`src/hdl/probing_hash_table_top_macros.svh`:
```
`ifndef PROBING_HASH_TABLE_TOP_MACROS_SVH
`define PROBING_HASH_TABLE_TOP_MACROS_SVH

// Assertion helpers. Each expects signals named clock and reset in scope.

`define PHT_ASSERT_ALWAYS(lbl, cond, msg) \
   lbl: assert property (@(posedge clock) disable iff (reset) (cond)) else $error(msg);

`define PHT_ASSERT_NEXT(lbl, ante, cons, msg) \
   lbl: assert property (@(posedge clock) disable iff (reset) (ante) |=> (cons)) \
      else $error(msg);

`endif

```
`src/hdl/pht_pkg.sv`:
```
`default_nettype none

package pht_pkg;

   localparam int OP_W     = 2;
   localparam int KEY_W    = 34;
   localparam int DATA_W   = 64;
   localparam int STATUS_W = 2;
   localparam int SLOT_W   = 4;
   localparam int DIGIT_W  = 4;

   localparam logic [OP_W-1:0] OP_INS_LINEAR = 2'd0;
   localparam logic [OP_W-1:0] OP_INS_QUAD   = 2'd1;
   localparam logic [OP_W-1:0] OP_SEARCH     = 2'd2;
   localparam logic [OP_W-1:0] OP_DELETE     = 2'd3;

   localparam logic [STATUS_W-1:0] ST_OK        = 2'd0;
   localparam logic [STATUS_W-1:0] ST_NOT_FOUND = 2'd1;
   localparam logic [STATUS_W-1:0] ST_FULL      = 2'd2;

   typedef struct packed {
      logic clear_step;
      logic load;
      logic hash_step;
      logic probe_start;
      logic probe_step;
      logic rsp_load;
   } cmd_type;

   typedef struct packed {
      logic clear_last;
      logic hash_last;
      logic eval_end;
      logic rsp_busy;
   } stat_type;

endpackage

`default_nettype wire

```
`src/hdl/probing_hash_table_top.sv`:
```
// Open-addressing hash table of TABLE_SIZE slots, keyed by a 34-bit phone number.
// Request channel: req_valid/req_stall with req_operation, req_phone_key and
// req_entry_data. A request is taken when req_valid is high and req_stall is low.
// Response channel: rsp_valid/rsp_stall with rsp_status, rsp_slot_index,
// rsp_found_data and rsp_collided; every request yields exactly one response.
// One request is handled at a time. A request is taken, then its home slot is formed
// (key mod TABLE_SIZE, four key bits per cycle), then the slot memories are probed
// (one slot read per cycle through a registered read port), and finally the
// result is handed to the output register.
// Inserts and searches stop at the first usable slot; deletes always scan all.
// After reset the block clears every slot of the valid memory, one slot per cycle,
// while req_stall stays high; stored keys and data are left.
// A finished response waits in the output register while rsp_stall is high, and
// the next request may already be taken and processed behind it.
`default_nettype none

module probing_hash_table_top #(
   parameter int TABLE_SIZE = 16
) (
   input  wire logic                          clock,
   input  wire logic                          reset,
   input  wire logic                          req_valid,
   output logic                               req_stall,
   input  wire logic [pht_pkg::OP_W-1:0]      req_operation,
   input  wire logic [pht_pkg::KEY_W-1:0]     req_phone_key,
   input  wire logic [pht_pkg::DATA_W-1:0]    req_entry_data,
   output logic                               rsp_valid,
   input  wire logic                          rsp_stall,
   output logic      [pht_pkg::STATUS_W-1:0]  rsp_status,
   output logic      [pht_pkg::SLOT_W-1:0]    rsp_slot_index,
   output logic      [pht_pkg::DATA_W-1:0]    rsp_found_data,
   output logic                               rsp_collided
);

   import pht_pkg::*;

   cmd_type  cmd;
   stat_type stat;

   pht_ctrl u_ctrl (
      .clock     (clock),
      .reset     (reset),
      .req_valid (req_valid),
      .req_stall (req_stall),
      .stat      (stat),
      .cmd       (cmd)
   );

   pht_datapath #(
      .TABLE_SIZE (TABLE_SIZE)
   ) u_datapath (
      .clock          (clock),
      .reset          (reset),
      .cmd            (cmd),
      .stat           (stat),
      .req_operation  (req_operation),
      .req_phone_key  (req_phone_key),
      .req_entry_data (req_entry_data),
      .rsp_valid      (rsp_valid),
      .rsp_stall      (rsp_stall),
      .rsp_status     (rsp_status),
      .rsp_slot_index (rsp_slot_index),
      .rsp_found_data (rsp_found_data),
      .rsp_collided   (rsp_collided)
   );

endmodule

`default_nettype wire

```
`src/hdl/pht_ram.sv`:
```
`default_nettype none

module pht_ram #(
   parameter int WIDTH  = 8,
   parameter int DEPTH  = 16,
   parameter int ADDR_W = (DEPTH > 1) ? $clog2(DEPTH) : 1
) (
   input  wire logic              clock,
   input  wire logic              wr_en,
   input  wire logic [ADDR_W-1:0] wr_addr,
   input  wire logic [WIDTH-1:0]  wr_data,
   input  wire logic [ADDR_W-1:0] rd_addr,
   output logic      [WIDTH-1:0]  rd_data
);

   logic [WIDTH-1:0] mem_ff [DEPTH];
   logic [WIDTH-1:0] rd_data_ff;

   always_ff @(posedge clock) begin
      if (wr_en) begin
         mem_ff[wr_addr] <= wr_data;
      end
      rd_data_ff <= mem_ff[rd_addr];
   end

   assign rd_data = rd_data_ff;

endmodule

`default_nettype wire

```
`src/hdl/pht_ctrl.sv`:
```
`default_nettype none

`include "probing_hash_table_top_macros.svh"

module pht_ctrl (
   input  wire logic              clock,
   input  wire logic              reset,
   input  wire logic              req_valid,
   output logic                   req_stall,
   input  wire pht_pkg::stat_type stat,
   output pht_pkg::cmd_type       cmd
);

   import pht_pkg::*;

   typedef enum logic [2:0] {
      CLEAR_ST,
      IDLE_ST,
      HASH_ST,
      PROBE_ST,
      FINISH_ST
   } state_type;

   state_type state_ff;
   state_type state_in;

   always_comb begin
      state_in = state_ff;
      cmd      = '0;
      case (state_ff)
         CLEAR_ST: begin
            cmd.clear_step = 1'b1;
            if (stat.clear_last) begin
               state_in = IDLE_ST;
            end
         end
         IDLE_ST: begin
            if (req_valid) begin
               cmd.load = 1'b1;
               state_in = HASH_ST;
            end
         end
         HASH_ST: begin
            cmd.hash_step = 1'b1;
            if (stat.hash_last) begin
               cmd.probe_start = 1'b1;
               state_in        = PROBE_ST;
            end
         end
         PROBE_ST: begin
            cmd.probe_step = 1'b1;
            if (stat.eval_end) begin
               state_in = FINISH_ST;
            end
         end
         FINISH_ST: begin
            if (!stat.rsp_busy) begin
               cmd.rsp_load = 1'b1;
               state_in     = IDLE_ST;
            end
         end
         default: begin
            state_in = CLEAR_ST;
         end
      endcase
   end

   always_ff @(posedge clock) begin
      if (reset) begin
         state_ff <= CLEAR_ST;
      end else begin
         state_ff <= state_in;
      end
   end

   assign req_stall = (state_ff != IDLE_ST);

   `PHT_ASSERT_NEXT(a_clear_once, state_ff != CLEAR_ST, state_ff != CLEAR_ST, "clear pass restarted")

endmodule

`default_nettype wire

```
`src/hdl/pht_datapath.sv`:
```
`default_nettype none

`include "probing_hash_table_top_macros.svh"

module pht_datapath #(
   parameter int TABLE_SIZE = 16
) (
   input  wire logic                          clock,
   input  wire logic                          reset,
   input  wire pht_pkg::cmd_type              cmd,
   output pht_pkg::stat_type                  stat,
   input  wire logic [pht_pkg::OP_W-1:0]      req_operation,
   input  wire logic [pht_pkg::KEY_W-1:0]     req_phone_key,
   input  wire logic [pht_pkg::DATA_W-1:0]    req_entry_data,
   output logic                               rsp_valid,
   input  wire logic                          rsp_stall,
   output logic      [pht_pkg::STATUS_W-1:0]  rsp_status,
   output logic      [pht_pkg::SLOT_W-1:0]    rsp_slot_index,
   output logic      [pht_pkg::DATA_W-1:0]    rsp_found_data,
   output logic                               rsp_collided
);

   import pht_pkg::*;

   localparam int IDX_W       = $clog2(TABLE_SIZE);
   localparam int CNT_W       = $clog2(TABLE_SIZE + 1);
   localparam int HASH_CYCLES = (KEY_W + DIGIT_W - 1) / DIGIT_W;
   localparam int SHIFT_W     = HASH_CYCLES * DIGIT_W;
   localparam int HCNT_W      = $clog2(HASH_CYCLES);
   localparam int KD_W        = KEY_W + DATA_W;

   localparam logic [IDX_W:0]    SIZE_X    = (IDX_W + 1)'(TABLE_SIZE);
   localparam logic [IDX_W-1:0]  LAST_IDX  = IDX_W'(TABLE_SIZE - 1);
   localparam logic [CNT_W-1:0]  SIZE_CNT  = CNT_W'(TABLE_SIZE);
   localparam logic [CNT_W-1:0]  LAST_CNT  = CNT_W'(TABLE_SIZE - 1);
   localparam logic [HCNT_W-1:0] LAST_HCNT = HCNT_W'(HASH_CYCLES - 1);

   function automatic logic [IDX_W-1:0] add_mod(input logic [IDX_W-1:0] a,
                                                input logic [IDX_W-1:0] b);
      logic [IDX_W:0] s;
      s = {1'b0, a} + {1'b0, b};
      if (s >= SIZE_X) begin
         s = s - SIZE_X;
      end
      return s[IDX_W-1:0];
   endfunction

   function automatic logic [IDX_W-1:0] add_two(input logic [IDX_W-1:0] a);
      logic [IDX_W:0] s;
      s = {1'b0, a} + (IDX_W + 1)'(2);
      if (s >= SIZE_X) begin
         s = s - SIZE_X;
      end
      return s[IDX_W-1:0];
   endfunction

   function automatic logic [IDX_W-1:0] mod_digit(input logic [IDX_W-1:0]   rem,
                                                  input logic [DIGIT_W-1:0] digit);
      logic [IDX_W:0] r;
      r = {1'b0, rem};
      for (int b = DIGIT_W - 1; b >= 0; b--) begin
         r = {r[IDX_W-1:0], digit[b]};
         if (r >= SIZE_X) begin
            r = r - SIZE_X;
         end
      end
      return r[IDX_W-1:0];
   endfunction

   function automatic logic [SLOT_W-1:0] to_slot(input logic [IDX_W-1:0] a);
      logic [IDX_W+SLOT_W-1:0] w;
      w = {{SLOT_W{1'b0}}, a};
      return w[SLOT_W-1:0];
   endfunction

   logic [OP_W-1:0]     op_ff;
   logic [KEY_W-1:0]    key_ff;
   logic [DATA_W-1:0]   data_ff;
   logic [SHIFT_W-1:0]  shift_ff;
   logic [HCNT_W-1:0]   hcnt_ff;
   logic [IDX_W-1:0]    home_ff;
   logic [CNT_W-1:0]    cnt_ff;
   logic [IDX_W-1:0]    off_ff;
   logic [IDX_W-1:0]    step_ff;
   logic                eval_valid_ff;
   logic [IDX_W-1:0]    eval_addr_ff;
   logic                eval_last_ff;
   logic                del_hit_ff;
   logic [IDX_W-1:0]    del_first_ff;
   logic [IDX_W-1:0]    clear_cnt_ff;
   logic [STATUS_W-1:0] pend_status_ff;
   logic [SLOT_W-1:0]   pend_slot_ff;
   logic [DATA_W-1:0]   pend_data_ff;
   logic                pend_col_ff;
   logic                rsp_valid_ff;
   logic [STATUS_W-1:0] rsp_status_ff;
   logic [SLOT_W-1:0]   rsp_slot_ff;
   logic [DATA_W-1:0]   rsp_data_ff;
   logic                rsp_col_ff;

   logic [STATUS_W-1:0] pend_status_in;
   logic [SLOT_W-1:0]   pend_slot_in;
   logic [DATA_W-1:0]   pend_data_in;
   logic                pend_col_in;

   logic                is_scan;
   logic [IDX_W-1:0]    probe_addr;
   logic                issue;
   logic [0:0]          vld_q;
   logic [KD_W-1:0]     kd_q;
   logic [KEY_W-1:0]    key_q;
   logic [DATA_W-1:0]   data_q;
   logic                match;
   logic                hit;
   logic                eval_end;
   logic                eval_act;
   logic                ins_wr;
   logic                del_wr;
   logic                del_any;
   logic [IDX_W-1:0]    del_first;
   logic                vld_wr_en;
   logic [IDX_W-1:0]    vld_wr_addr;
   logic [0:0]          vld_wr_data;
   logic                kd_wr_en;

   assign is_scan    = (op_ff == OP_SEARCH) || (op_ff == OP_DELETE);
   assign probe_addr = is_scan ? cnt_ff[IDX_W-1:0] : add_mod(home_ff, off_ff);
   assign issue      = (cnt_ff != SIZE_CNT);

   assign key_q  = kd_q[KD_W-1:DATA_W];
   assign data_q = kd_q[DATA_W-1:0];
   assign match  = vld_q[0] && (key_q == key_ff);
   assign hit    = is_scan ? match : !vld_q[0];

   assign eval_end = eval_valid_ff && ((hit && (op_ff != OP_DELETE)) || eval_last_ff);
   assign eval_act = cmd.probe_step && eval_valid_ff;
   assign ins_wr   = eval_act && !is_scan && hit;
   assign del_wr   = eval_act && (op_ff == OP_DELETE) && match;

   assign del_any   = del_hit_ff || match;
   assign del_first = del_hit_ff ? del_first_ff : eval_addr_ff;

   assign vld_wr_en   = cmd.clear_step || ins_wr || del_wr;
   assign vld_wr_addr = cmd.clear_step ? clear_cnt_ff : eval_addr_ff;
   assign vld_wr_data = ins_wr;
   assign kd_wr_en    = ins_wr;

   pht_ram #(
      .WIDTH (1),
      .DEPTH (TABLE_SIZE)
   ) u_valid_ram (
      .clock   (clock),
      .wr_en   (vld_wr_en),
      .wr_addr (vld_wr_addr),
      .wr_data (vld_wr_data),
      .rd_addr (probe_addr),
      .rd_data (vld_q)
   );

   pht_ram #(
      .WIDTH (KD_W),
      .DEPTH (TABLE_SIZE)
   ) u_entry_ram (
      .clock   (clock),
      .wr_en   (kd_wr_en),
      .wr_addr (eval_addr_ff),
      .wr_data ({key_ff, data_ff}),
      .rd_addr (probe_addr),
      .rd_data (kd_q)
   );

   always_comb begin
      pend_status_in = ST_OK;
      pend_slot_in   = '0;
      pend_data_in   = '0;
      pend_col_in    = 1'b0;
      case (op_ff)
         OP_INS_LINEAR, OP_INS_QUAD: begin
            if (hit) begin
               pend_slot_in = to_slot(eval_addr_ff);
               pend_col_in  = (eval_addr_ff != home_ff);
            end else begin
               pend_status_in = ST_FULL;
            end
         end
         OP_SEARCH: begin
            if (match) begin
               pend_slot_in = to_slot(eval_addr_ff);
               pend_data_in = data_q;
            end else begin
               pend_status_in = ST_NOT_FOUND;
            end
         end
         OP_DELETE: begin
            if (del_any) begin
               pend_slot_in = to_slot(del_first);
            end else begin
               pend_status_in = ST_NOT_FOUND;
            end
         end
         default: begin
            pend_status_in = ST_NOT_FOUND;
         end
      endcase
   end

   always_ff @(posedge clock) begin
      if (cmd.load) begin
         op_ff    <= req_operation;
         key_ff   <= req_phone_key;
         data_ff  <= req_entry_data;
         shift_ff <= SHIFT_W'(req_phone_key);
         hcnt_ff  <= '0;
         home_ff  <= '0;
      end else if (cmd.hash_step) begin
         home_ff  <= mod_digit(home_ff, shift_ff[SHIFT_W-1 -: DIGIT_W]);
         shift_ff <= shift_ff << DIGIT_W;
         hcnt_ff  <= hcnt_ff + 1'b1;
      end

      if (cmd.probe_start) begin
         off_ff  <= '0;
         step_ff <= IDX_W'(1);
      end else if (cmd.probe_step && issue) begin
         off_ff       <= add_mod(off_ff, step_ff);
         step_ff      <= (op_ff == OP_INS_QUAD) ? add_two(step_ff) : step_ff;
         eval_addr_ff <= probe_addr;
         eval_last_ff <= (cnt_ff == LAST_CNT);
      end

      if (cmd.probe_start) begin
         del_hit_ff <= 1'b0;
      end else if (del_wr && !del_hit_ff) begin
         del_hit_ff   <= 1'b1;
         del_first_ff <= eval_addr_ff;
      end

      if (cmd.probe_step && eval_end) begin
         pend_status_ff <= pend_status_in;
         pend_slot_ff   <= pend_slot_in;
         pend_data_ff   <= pend_data_in;
         pend_col_ff    <= pend_col_in;
      end

      if (cmd.rsp_load) begin
         rsp_status_ff <= pend_status_ff;
         rsp_slot_ff   <= pend_slot_ff;
         rsp_data_ff   <= pend_data_ff;
         rsp_col_ff    <= pend_col_ff;
      end
   end

   always_ff @(posedge clock) begin
      if (reset) begin
         cnt_ff        <= SIZE_CNT;
         eval_valid_ff <= 1'b0;
         clear_cnt_ff  <= '0;
         rsp_valid_ff  <= 1'b0;
      end else begin
         if (cmd.probe_start) begin
            cnt_ff        <= '0;
            eval_valid_ff <= 1'b0;
         end else if (cmd.probe_step) begin
            if (issue) begin
               cnt_ff <= cnt_ff + 1'b1;
            end
            eval_valid_ff <= issue;
         end
         if (cmd.clear_step) begin
            clear_cnt_ff <= clear_cnt_ff + 1'b1;
         end
         if (cmd.rsp_load) begin
            rsp_valid_ff <= 1'b1;
         end else if (!rsp_stall) begin
            rsp_valid_ff <= 1'b0;
         end
      end
   end

   assign stat.clear_last = (clear_cnt_ff == LAST_IDX);
   assign stat.hash_last  = (hcnt_ff == LAST_HCNT);
   assign stat.eval_end   = eval_end;
   assign stat.rsp_busy   = rsp_valid_ff && rsp_stall;

   assign rsp_valid      = rsp_valid_ff;
   assign rsp_status     = rsp_status_ff;
   assign rsp_slot_index = rsp_slot_ff;
   assign rsp_found_data = rsp_data_ff;
   assign rsp_collided   = rsp_col_ff;

   `PHT_ASSERT_ALWAYS(a_entry_write_sets_valid, !kd_wr_en || (vld_wr_en && vld_wr_data[0]), "entry written without valid")
   `PHT_ASSERT_ALWAYS(a_delete_full_scan, !(eval_end && (op_ff == OP_DELETE)) || eval_last_ff, "delete ended early")
   `PHT_ASSERT_ALWAYS(a_probe_count_bound, cnt_ff <= SIZE_CNT, "probe count overran table")
   `PHT_ASSERT_ALWAYS(a_no_result_overrun, !cmd.rsp_load || !(rsp_valid_ff && rsp_stall), "stalled response overwritten")

endmodule

`default_nettype wire
```
`config.mk`:
```
export PLATFORM = sky130hd
export DESIGN_NAME = probing_hash_table_top
export DESIGN_NICKNAME = d
export VERILOG_FILES = /design/src/hdl/pht_pkg.sv /design/src/hdl/probing_hash_table_top.sv /design/src/hdl/pht_ram.sv /design/src/hdl/pht_ctrl.sv /design/src/hdl/pht_datapath.sv
export VERILOG_INCLUDE_DIRS = /design/src /design/src/hdl
export SDC_FILE = /design/constraint.sdc
export NUM_CORES = 2
export LEC_CHECK = 0
export BUFFER_PORTS_ARGS = -buffer_cell sky130_fd_sc_hd__clkbuf_2
export CAP_MARGIN = 0
export CORE_MARGIN = 2
export CORE_UTILIZATION = 58
export CTS_BUF_LIST = sky130_fd_sc_hd__clkbuf_2
export DETAILED_ROUTE_END_ITERATION = 7
export PLACE_DENSITY = 0.85
export SYNTH_ARGS = -nofsm -noshare
export SYNTH_HDL_FRONTEND = slang
export SYNTH_SLANG_ARGS = --single-unit
```
`constraint.sdc`:
```
create_clock -name clock -period 8.9 [get_ports clock]
set_input_delay 0.445 -clock clock [delete_from_list [all_inputs] [get_ports clock]]
set_output_delay 0.445 -clock clock [all_outputs]
set_load 0.05 [all_outputs]
```
# After elaboration in Yosys (flattened, before gate mapping)
# Memories as Yosys holds them, arrays and structs flattened. A register that Yosys moved wholly into a read port is not among the register bits.
# Cells that the tools add are included.
[word_totals]
mem_count = 2
mem_bits_rw = 1584
out_inout_bits = 73
register_bits = 318
[classes]
bitwise = 1
eq_ne = 21
order_cmp = 7
reduce_logical = 35
add_sub_neg = 13
mux = 50
[mem_list]
columns = ["memory", "words", "width", "rd", "rd_ports_with_merged_regs", "write_ports", "line_no", "rtl"]
rows = [
  ["u_datapath.u_entry_ram.mem_ff", 16, 98, 1, 1, 1, "pht_ram.sv:16", "logic [WIDTH-1:0] mem_ff [DEPTH];"],
  ["u_datapath.u_valid_ram.mem_ff", 16, 1, 1, 1, 1, "pht_ram.sv:16", ""],
]
[ops]
columns = ["operator", "count"]
rows = [
  ["$mux W4", 19],
  ["$mux W34", 2],
  ["$ge A5 B5 Y1 const B", 7],
  ["$eq A34 B34 Y1", 1],
  ["$sub A4 B1 Y4 const B", 7],
  ["$mux W1", 16],
  ["$mux W3", 5],
  ["$mux W5", 3],
  ["$pmux W3 S5", 1],
  ["$reduce_and A2 Y1", 7],
  ["$logic_and A1 B1 Y1", 12],
  ["$pmux W4 S3", 1],
  ["$add A4 B4 Y5", 2],
  ["$ne A2 B2 Y1 const B", 5],
  ["$add A4 B1 Y4 const B", 2],
  ["$eq A4 B4 Y1 const B", 2],
  ["$eq A3 B2 Y1 const B", 2],
  ["$pmux W2 S3", 1],
  ["$reduce_bool A2 Y1", 3],
  ["$add A4 B2 Y5 const B", 1],
  ["$add A5 B1 Y5 const B", 1],
  ["$eq A5 B4 Y1 const B", 1],
  ["$logic_or A1 B1 Y1", 5],
  ["$ne A5 B5 Y1 const B", 1],
  ["14 further kinds", 20],
]

# Depth between registers and ports, before layout
[logic_depth]
word_depth = 15
depth_mapped = 12
mapped_depth_nobuf = 9

# By module
# From an unflattened synthesis, not the netlist that was laid out.
[hier_totals]
hier_cells = 3246
area_unflattened_um2 = 73132.6
[modules_own_cells]
columns = ["mod", "n_inst", "seq_area_each_um2", "cells_each", "area_each_um2"]
rows = [
  ["pht_ram (u_datapath.u_entry_ram)", 1, 49047.0, 2510, 60516.8],
  ["pht_datapath", 1, 9138.8, 662, 11658.7],
  ["pht_ram (u_datapath.u_valid_ram)", 1, 500.5, 47, 745.7],
  ["pht_ctrl", 1, 60.1, 27, 211.5],
]

# Least setup slack after synthesis
# No wires, ideal clock.
[synth_timing]
kind = "register -> register"
startpoint = "register u_datapath.op_ff[1]"
endpoint = "memory u_datapath.u_entry_ram.mem_ff[3][0] in the netlist's numbering (enable)"
required_ps = 8226
stages_incl_launch_ff = 6
arrival_ps = 8094
setup_slack_ps = 132
path_cell_list = "edfxtp_1 -> buf_4 -> or3_1 -> inv_1 -> nand3_1 -> nor3_1"
[synth_via]
elab_chain_cells = 7
word_cells_on_any_way = 9
classes_between = "2 x eq/ne; 3 x mux; 4 x reduce/logical"
[synth_lines]
columns = ["element", "line_no", "rtl"]
rows = [
  ["start: declaration", "pht_datapath.sv:76", "logic [OP_W-1:0] op_ff;"],
  ["start signal: assignment", "pht_datapath.sv:209", "op_ff <= req_operation;"],
  ["$eq A2 B2 Y1", "pht_datapath.sv:126", "assign is_scan = (op_ff == OP_SEARCH) || (op_ff == OP_DELETE);"],
  ["$logic_or A1 B1 Y1 (*)", "pht_datapath.sv:126", ""],
  ["$logic_not A1 Y1", "pht_datapath.sv:137", "assign ins_wr = eval_act && !is_scan && hit;"],
  ["$logic_and A1 B1 Y1", "pht_datapath.sv:137", ""],
  ["$logic_and A1 B1 Y1 (*)", "pht_datapath.sv:137", ""],
  ["net u_datapath.ins_wr", "pht_datapath.sv:117", "logic ins_wr;"],
  ["$mux W1 (*)", "pht_ram.sv:20", "if (wr_en) begin"],
  ["$mux W1 (implied by the code) (*)", "pht_ram.sv:21", "mem_ff[wr_addr] <= wr_data;"],
  ["end: declaration", "pht_ram.sv:16", ""],
]
# The timed path passes the listed nets; every way through them passes the cells marked *.

# Worst setup path in the final report
[layout_timing]
startpoint = "register u_datapath.off_ff[0]"
endpoint = "register u_datapath.u_entry_ram.rd_data_ff[61], in the netlist u_datapath.u_entry_ram.rd_data[61], read port of u_datapath.u_entry_ram.mem_ff"
[layout_via]
elab_chain_cells = 4
word_cells_on_any_way = 5
classes_between = "2 x add/sub; 1 x order compare; 2 x mux"
[layout_lines]
columns = ["element", "line_no", "rtl"]
rows = [
  ["start: declaration", "pht_datapath.sv:83", "logic [IDX_W-1:0] off_ff;"],
  ["start signal: assignment", "pht_datapath.sv:225", "off_ff <= add_mod(off_ff, step_ff);"],
  ["$add A4 B4 Y5 (*)", "pht_datapath.sv:41", "s = {1'b0, a} + {1'b0, b};"],
  ["$sub A4 B1 Y4 or $ge A5 B5 Y1 (tied branches)", "pht_datapath.sv:43, pht_datapath.sv:42", ""],
  ["$mux W4 (*)", "pht_datapath.sv:42", "if (s >= SIZE_X) begin"],
  ["$mux W4 (*)", "pht_datapath.sv:127", "assign probe_addr = is_scan ? cnt_ff[IDX_W-1:0] : add_mod(home_ff, off_ff);"],
  ["end: declaration", "pht_ram.sv:17", "logic [WIDTH-1:0] rd_data_ff;"],
]
# Every way passes the cells marked *; elsewhere a longest branch is shown, timed or not.
# A chain may end at the register's enable or synchronous reset.

==> run_results.csv <==
group,metric,value,unit
worst_setup_path,cp_cell_sequence,"ha_1, fa_1, xnor2_1, o21a_4, buf_12, buf_4, a311oi_1, a311oi_1, a31oi_1",
placed_design,dpl_cell_area,78300,sq um
worst_setup_path,worstPathArrival,6.25,ns
synthesis,synth-compound-area-share,0.0359,
sta,tns,0,ns
grt,grt_max_degree,259,
worst_setup_path,worstSetupPathType,"reg -> reg",
power_and_ir_drop,combinationalPowerShare,0.160,
power_and_ir_drop,max-vdd-ir-drop,0.168,mV
placed_design,gp_congestion,0.817,
synthesis,ys_seq_area_frac,0.773,
routing,wl,188000,um
synthesis,synth_ff_type,"edfxtp_1",
clock_network,cts_tree,"done",
power_and_ir_drop,p_per_area,233,nW/um^2
clock_network,cts-htree-levels,5,
worst_setup_path,end_kind,"flop",
sta,tightest_slew,1.33,ns
job,maxCapViolations,0,
synthesis,ys_async_sr_fraction,0,
grt,grt_pass1_wl,281000,um
cells_and_area,layout-drive-gt1-share,0.154,
floorplan,fp.dieArea,134000,sq um
power_and_ir_drop,swShare,0.299,
placed_design,dpl.hpwl,85900,um
synthesis,synth_top_area_frac,0.739,
synthesis,synthesis.instances,5541,
routing,dr.first_iter.drc_count,7354,
cells_and_area,final_cells,8298,
synthesis,ys_ff_latch,2000,
synthesis,yosys_warnings,0,
routing,post_drt_wl_per_cell,22.6,um
power_and_ir_drop,power.switching,5.95,mW
floorplan,rows,132,
clock_network,cts_resized,0,
clock_network,path_clk_slew,0.12,ns
worst_setup_path,crit_top_cell,"a311oi_1",
floorplan,initial_core_util,0.585,
floorplan,core_area,130000,sq um
routing,num_vias,50100,
power_and_ir_drop,p_int,14.0,mW
hold_path,worstHoldPathType,"in -> reg",
power_and_ir_drop,seqPwrFrac,0.563,
power_and_ir_drop,power.total,19.9,mW
clock_network,clock_latency,1.80,ns
sta,finalCriticalPeriod,4.67,ns
cells_and_area,fin_nets,6302,
floorplan,fp.dieH,366,um
cells_and_area,finalInstanceArea,85300,sq um
placed_design,dp_slack,4.42,ns
placed_design,port_buffers,176,
run_status,status,"complete, no violations",
sta,setup_viol,0,
floorplan,ios,177,
synthesis,syn-cell-area,76000,sq um
power_and_ir_drop,clkPwrFrac,0.278,
routing,via_per_inst,6.03,
clock_network,clock-sinks,2000,
clock_network,postCtsSetupBuffers,0,
routing,drc,0,
worst_setup_path,critPathLaunchType,"flop",
sta,finalWorstSetupSlack,4.23,ns
worst_setup_path,crit_path_max_fanout,205,
synthesis,synth.net_count,5659,
worst_setup_path,crit_required,10.47,ns
synthesis,yosys.area_share.adder,0.00250,
clock_network,numCtsBuffers,463,
synthesis,syn_avg_cell_area,13.7,sq um
synthesis,synth_top_family_by_area,"simple AND/OR/NAND/NOR gates",
worst_setup_path,max_stage_delay,0.85,ns
grt,antenna_found_initial,2,
grt,grt_pass1_vias,49800,
clock_network,cts_buffer_depth,4,
synthesis,yosys.area.top_type,"edfxtp_1",
cells_and_area,area_delta_synth_final,12.3,%
power_and_ir_drop,power_leakage,30.2,nW
sta,rsz0062_at_grt,"false",
sta,period_share,0.525,
worst_setup_path,crit_slowest_cell,"buf_4",
sta,finalMaxSlewViolations,0,
synthesis,synth_cell_types,58,
routing,firstDrtPassIters,6,
sta,relSlewSlack,0.116,
sta,finalHoldViolations,0,
synthesis,yosys-top-cells-area,"edfxtp_1 74%, nand2_1 8.0%, nand3_1 5.3%",
synthesis,synthSimpleGateAreaFrac,0.155,
synthesis,synth_xor_area_frac,0.00542,
sta,max_freq,214,MHz
placed_design,place_inst,7163,
clock_network,hold_buffers,298,
clock_network,cts_root_buf,"clkbuf_2",
floorplan,die_w,366,um
grt,grt.overflow.total,0,
sta,clock_skew,0.166,ns
synthesis,synth-edff-count,1869,
synthesis,synth_mux_area_frac,0.00570,
grt,grt.total_usage,0.275,
routing,postRouteAntennaNets,0,
## path summary, 6_finish.rpt
check	startpoint	endpoint	slack (ns)	cells after the start
worst max-delay path	u_datapath.off_ff[0]$_SDFFE_PP0P_	u_datapath.u_entry_ram.rd_data[61]$_DFF_P_	4.23	9
worst min-delay path	req_phone_key[33]	u_datapath.key_ff[33]$_DFFE_PP_	0.16	3
worst max register to register	u_datapath.off_ff[0]$_SDFFE_PP0P_	u_datapath.u_entry_ram.rd_data[61]$_DFF_P_	4.23	9
worst min register to register	u_datapath.pend_data_ff[41]$_SDFFCE_PN0P_	u_datapath.rsp_found_data[41]$_DFFE_PP_	0.38	0
## routing by layer
layer	GRT usage	vias to the layer above	wire (um)
met5	0	-	0
met4	0.145	0	8080
met3	0.0530	614	21900
met2	0.451	3635	92500
met1	0.348	23900	65200
li1	-	21900	-
## layout by cell type (no fill, tap or decap), types with 3 or more instances in the layout
master	instances
or3_1	6
buf_12	18
nor2b_1	6
clkinv_2	12
nor2_4	12
diode_2	5
a31oi_1	104
dfxtp_1	131
o21ai_0	7
inv_1	25
xor2_1	35
clkbuf_2	875
dlygate4sd3_1	298
a21o_1	3
nand3_1	801
a21oi_1	21
and3_1	109
nand2b_1	5
nand2_1	1622
mux2_2	31
inv_2	4
nor3_1	20
a311oi_1	198
nor3_2	5
nor4_1	9
and2_1	65
xnor2_1	12
mux2i_1	4
edfxtp_1	1869
ha_1	12
nor2_1	32
buf_4	36
clkinv_1	115
nand4_1	4
## registers in the layout, indices dropped and copies added (netlist names), 4 cells and up
register,flops
u_datapath.off_ff,4
u_datapath.shift_ff,36
u_datapath.del_first_ff,4
u_datapath.rsp_slot_index,4
u_datapath.rsp_found_data,64
u_datapath.key_ff,34
u_datapath.u_entry_ram.mem_ff,1568
u_datapath.hcnt_ff,4
u_datapath.pend_data_ff,64
u_datapath.eval_addr_ff,4
u_datapath.u_entry_ram.rd_data,98
u_datapath.pend_slot_ff,4
u_datapath.clear_cnt_ff,4
u_datapath.u_valid_ram.mem_ff,16
u_datapath.home_ff,4
u_datapath.cnt_ff,5
u_datapath.data_ff,64
## cell usage after synthesis (12+ instances only)
cell type  count
buf_4         19
dfxtp_1      131
nor3_1        24
buf_2        141
nand2_1     1622
a31oi_1      104
xor2_1        35
a311oi_1     198
clkbuf_1     179
ha_1          12
nor2_1        44
edfxtp_1    1869
and2_1        66
xnor2_1       12
a21oi_1       23
nand3_1      801
mux2_2        32
inv_1         25
and3_1       110
## stage by stage
| stage | utilization | hold slack (ns) |
|---|---|---|
| after floorplan | - | 0.400 |
| after global placement | 0.603 | 0.403 |
| after detailed placement | 0.603 | 0.405 |
| after CTS | 0.657 | 0.0130 |
| after global routing | 0.657 | 0.124 |
| final | 0.657 | 0.162 |
## power by group through the flow
| stage | Combinational (mW) | Clock, mW | Sequential [mW] |
|---|---|---|---|
| 6_report | 3.18 | 5.52 | 11.2 |
| 5_1_grt | 3.43 | 6.05 | 11.3 |
| 4_1_cts | 3.11 | 5.59 | 11.2 |
| 3_5_place_dp | 2.99 | 0 | 11.4 |
| 3_3_place_gp | 2.87 | 0 | 11.4 |
| 2_1_floorplan | 2.22 | 0 | 11.2 |
## cell families after synthesis
family                     Yosys count
and+or+nand+nor                   2710
DFF                               2000
muxes                               38
xor gates and xnor gates            47
adders and majority gates           14
AOI/OAI and AO/OA                  354
buffers and inverters              378
## critical path, delay by kind of cell, from the launching register on
family | cells | cell delay, ns
AOI/OAI and AO/OA | 4 | 1.19
xor gates and xnor gates | 1 | 0.22
buffers and inverters | 2 | 1.57
adders and majority gates | 2 | 0.62
DFF | 1 | 0.36
## layout make-up
cell class                 count  area, sq um
sequential                  2000        58700
clock buffer                 699         3500
multi-input combinational   3163        15700
tap                         1742         2180
inverter                      28          131
timing repair buffer         528         4490
fill                        8607        44500
antenna                        5         12.5
clock inverter               133          544
Power figures use the tool's default switching activity.
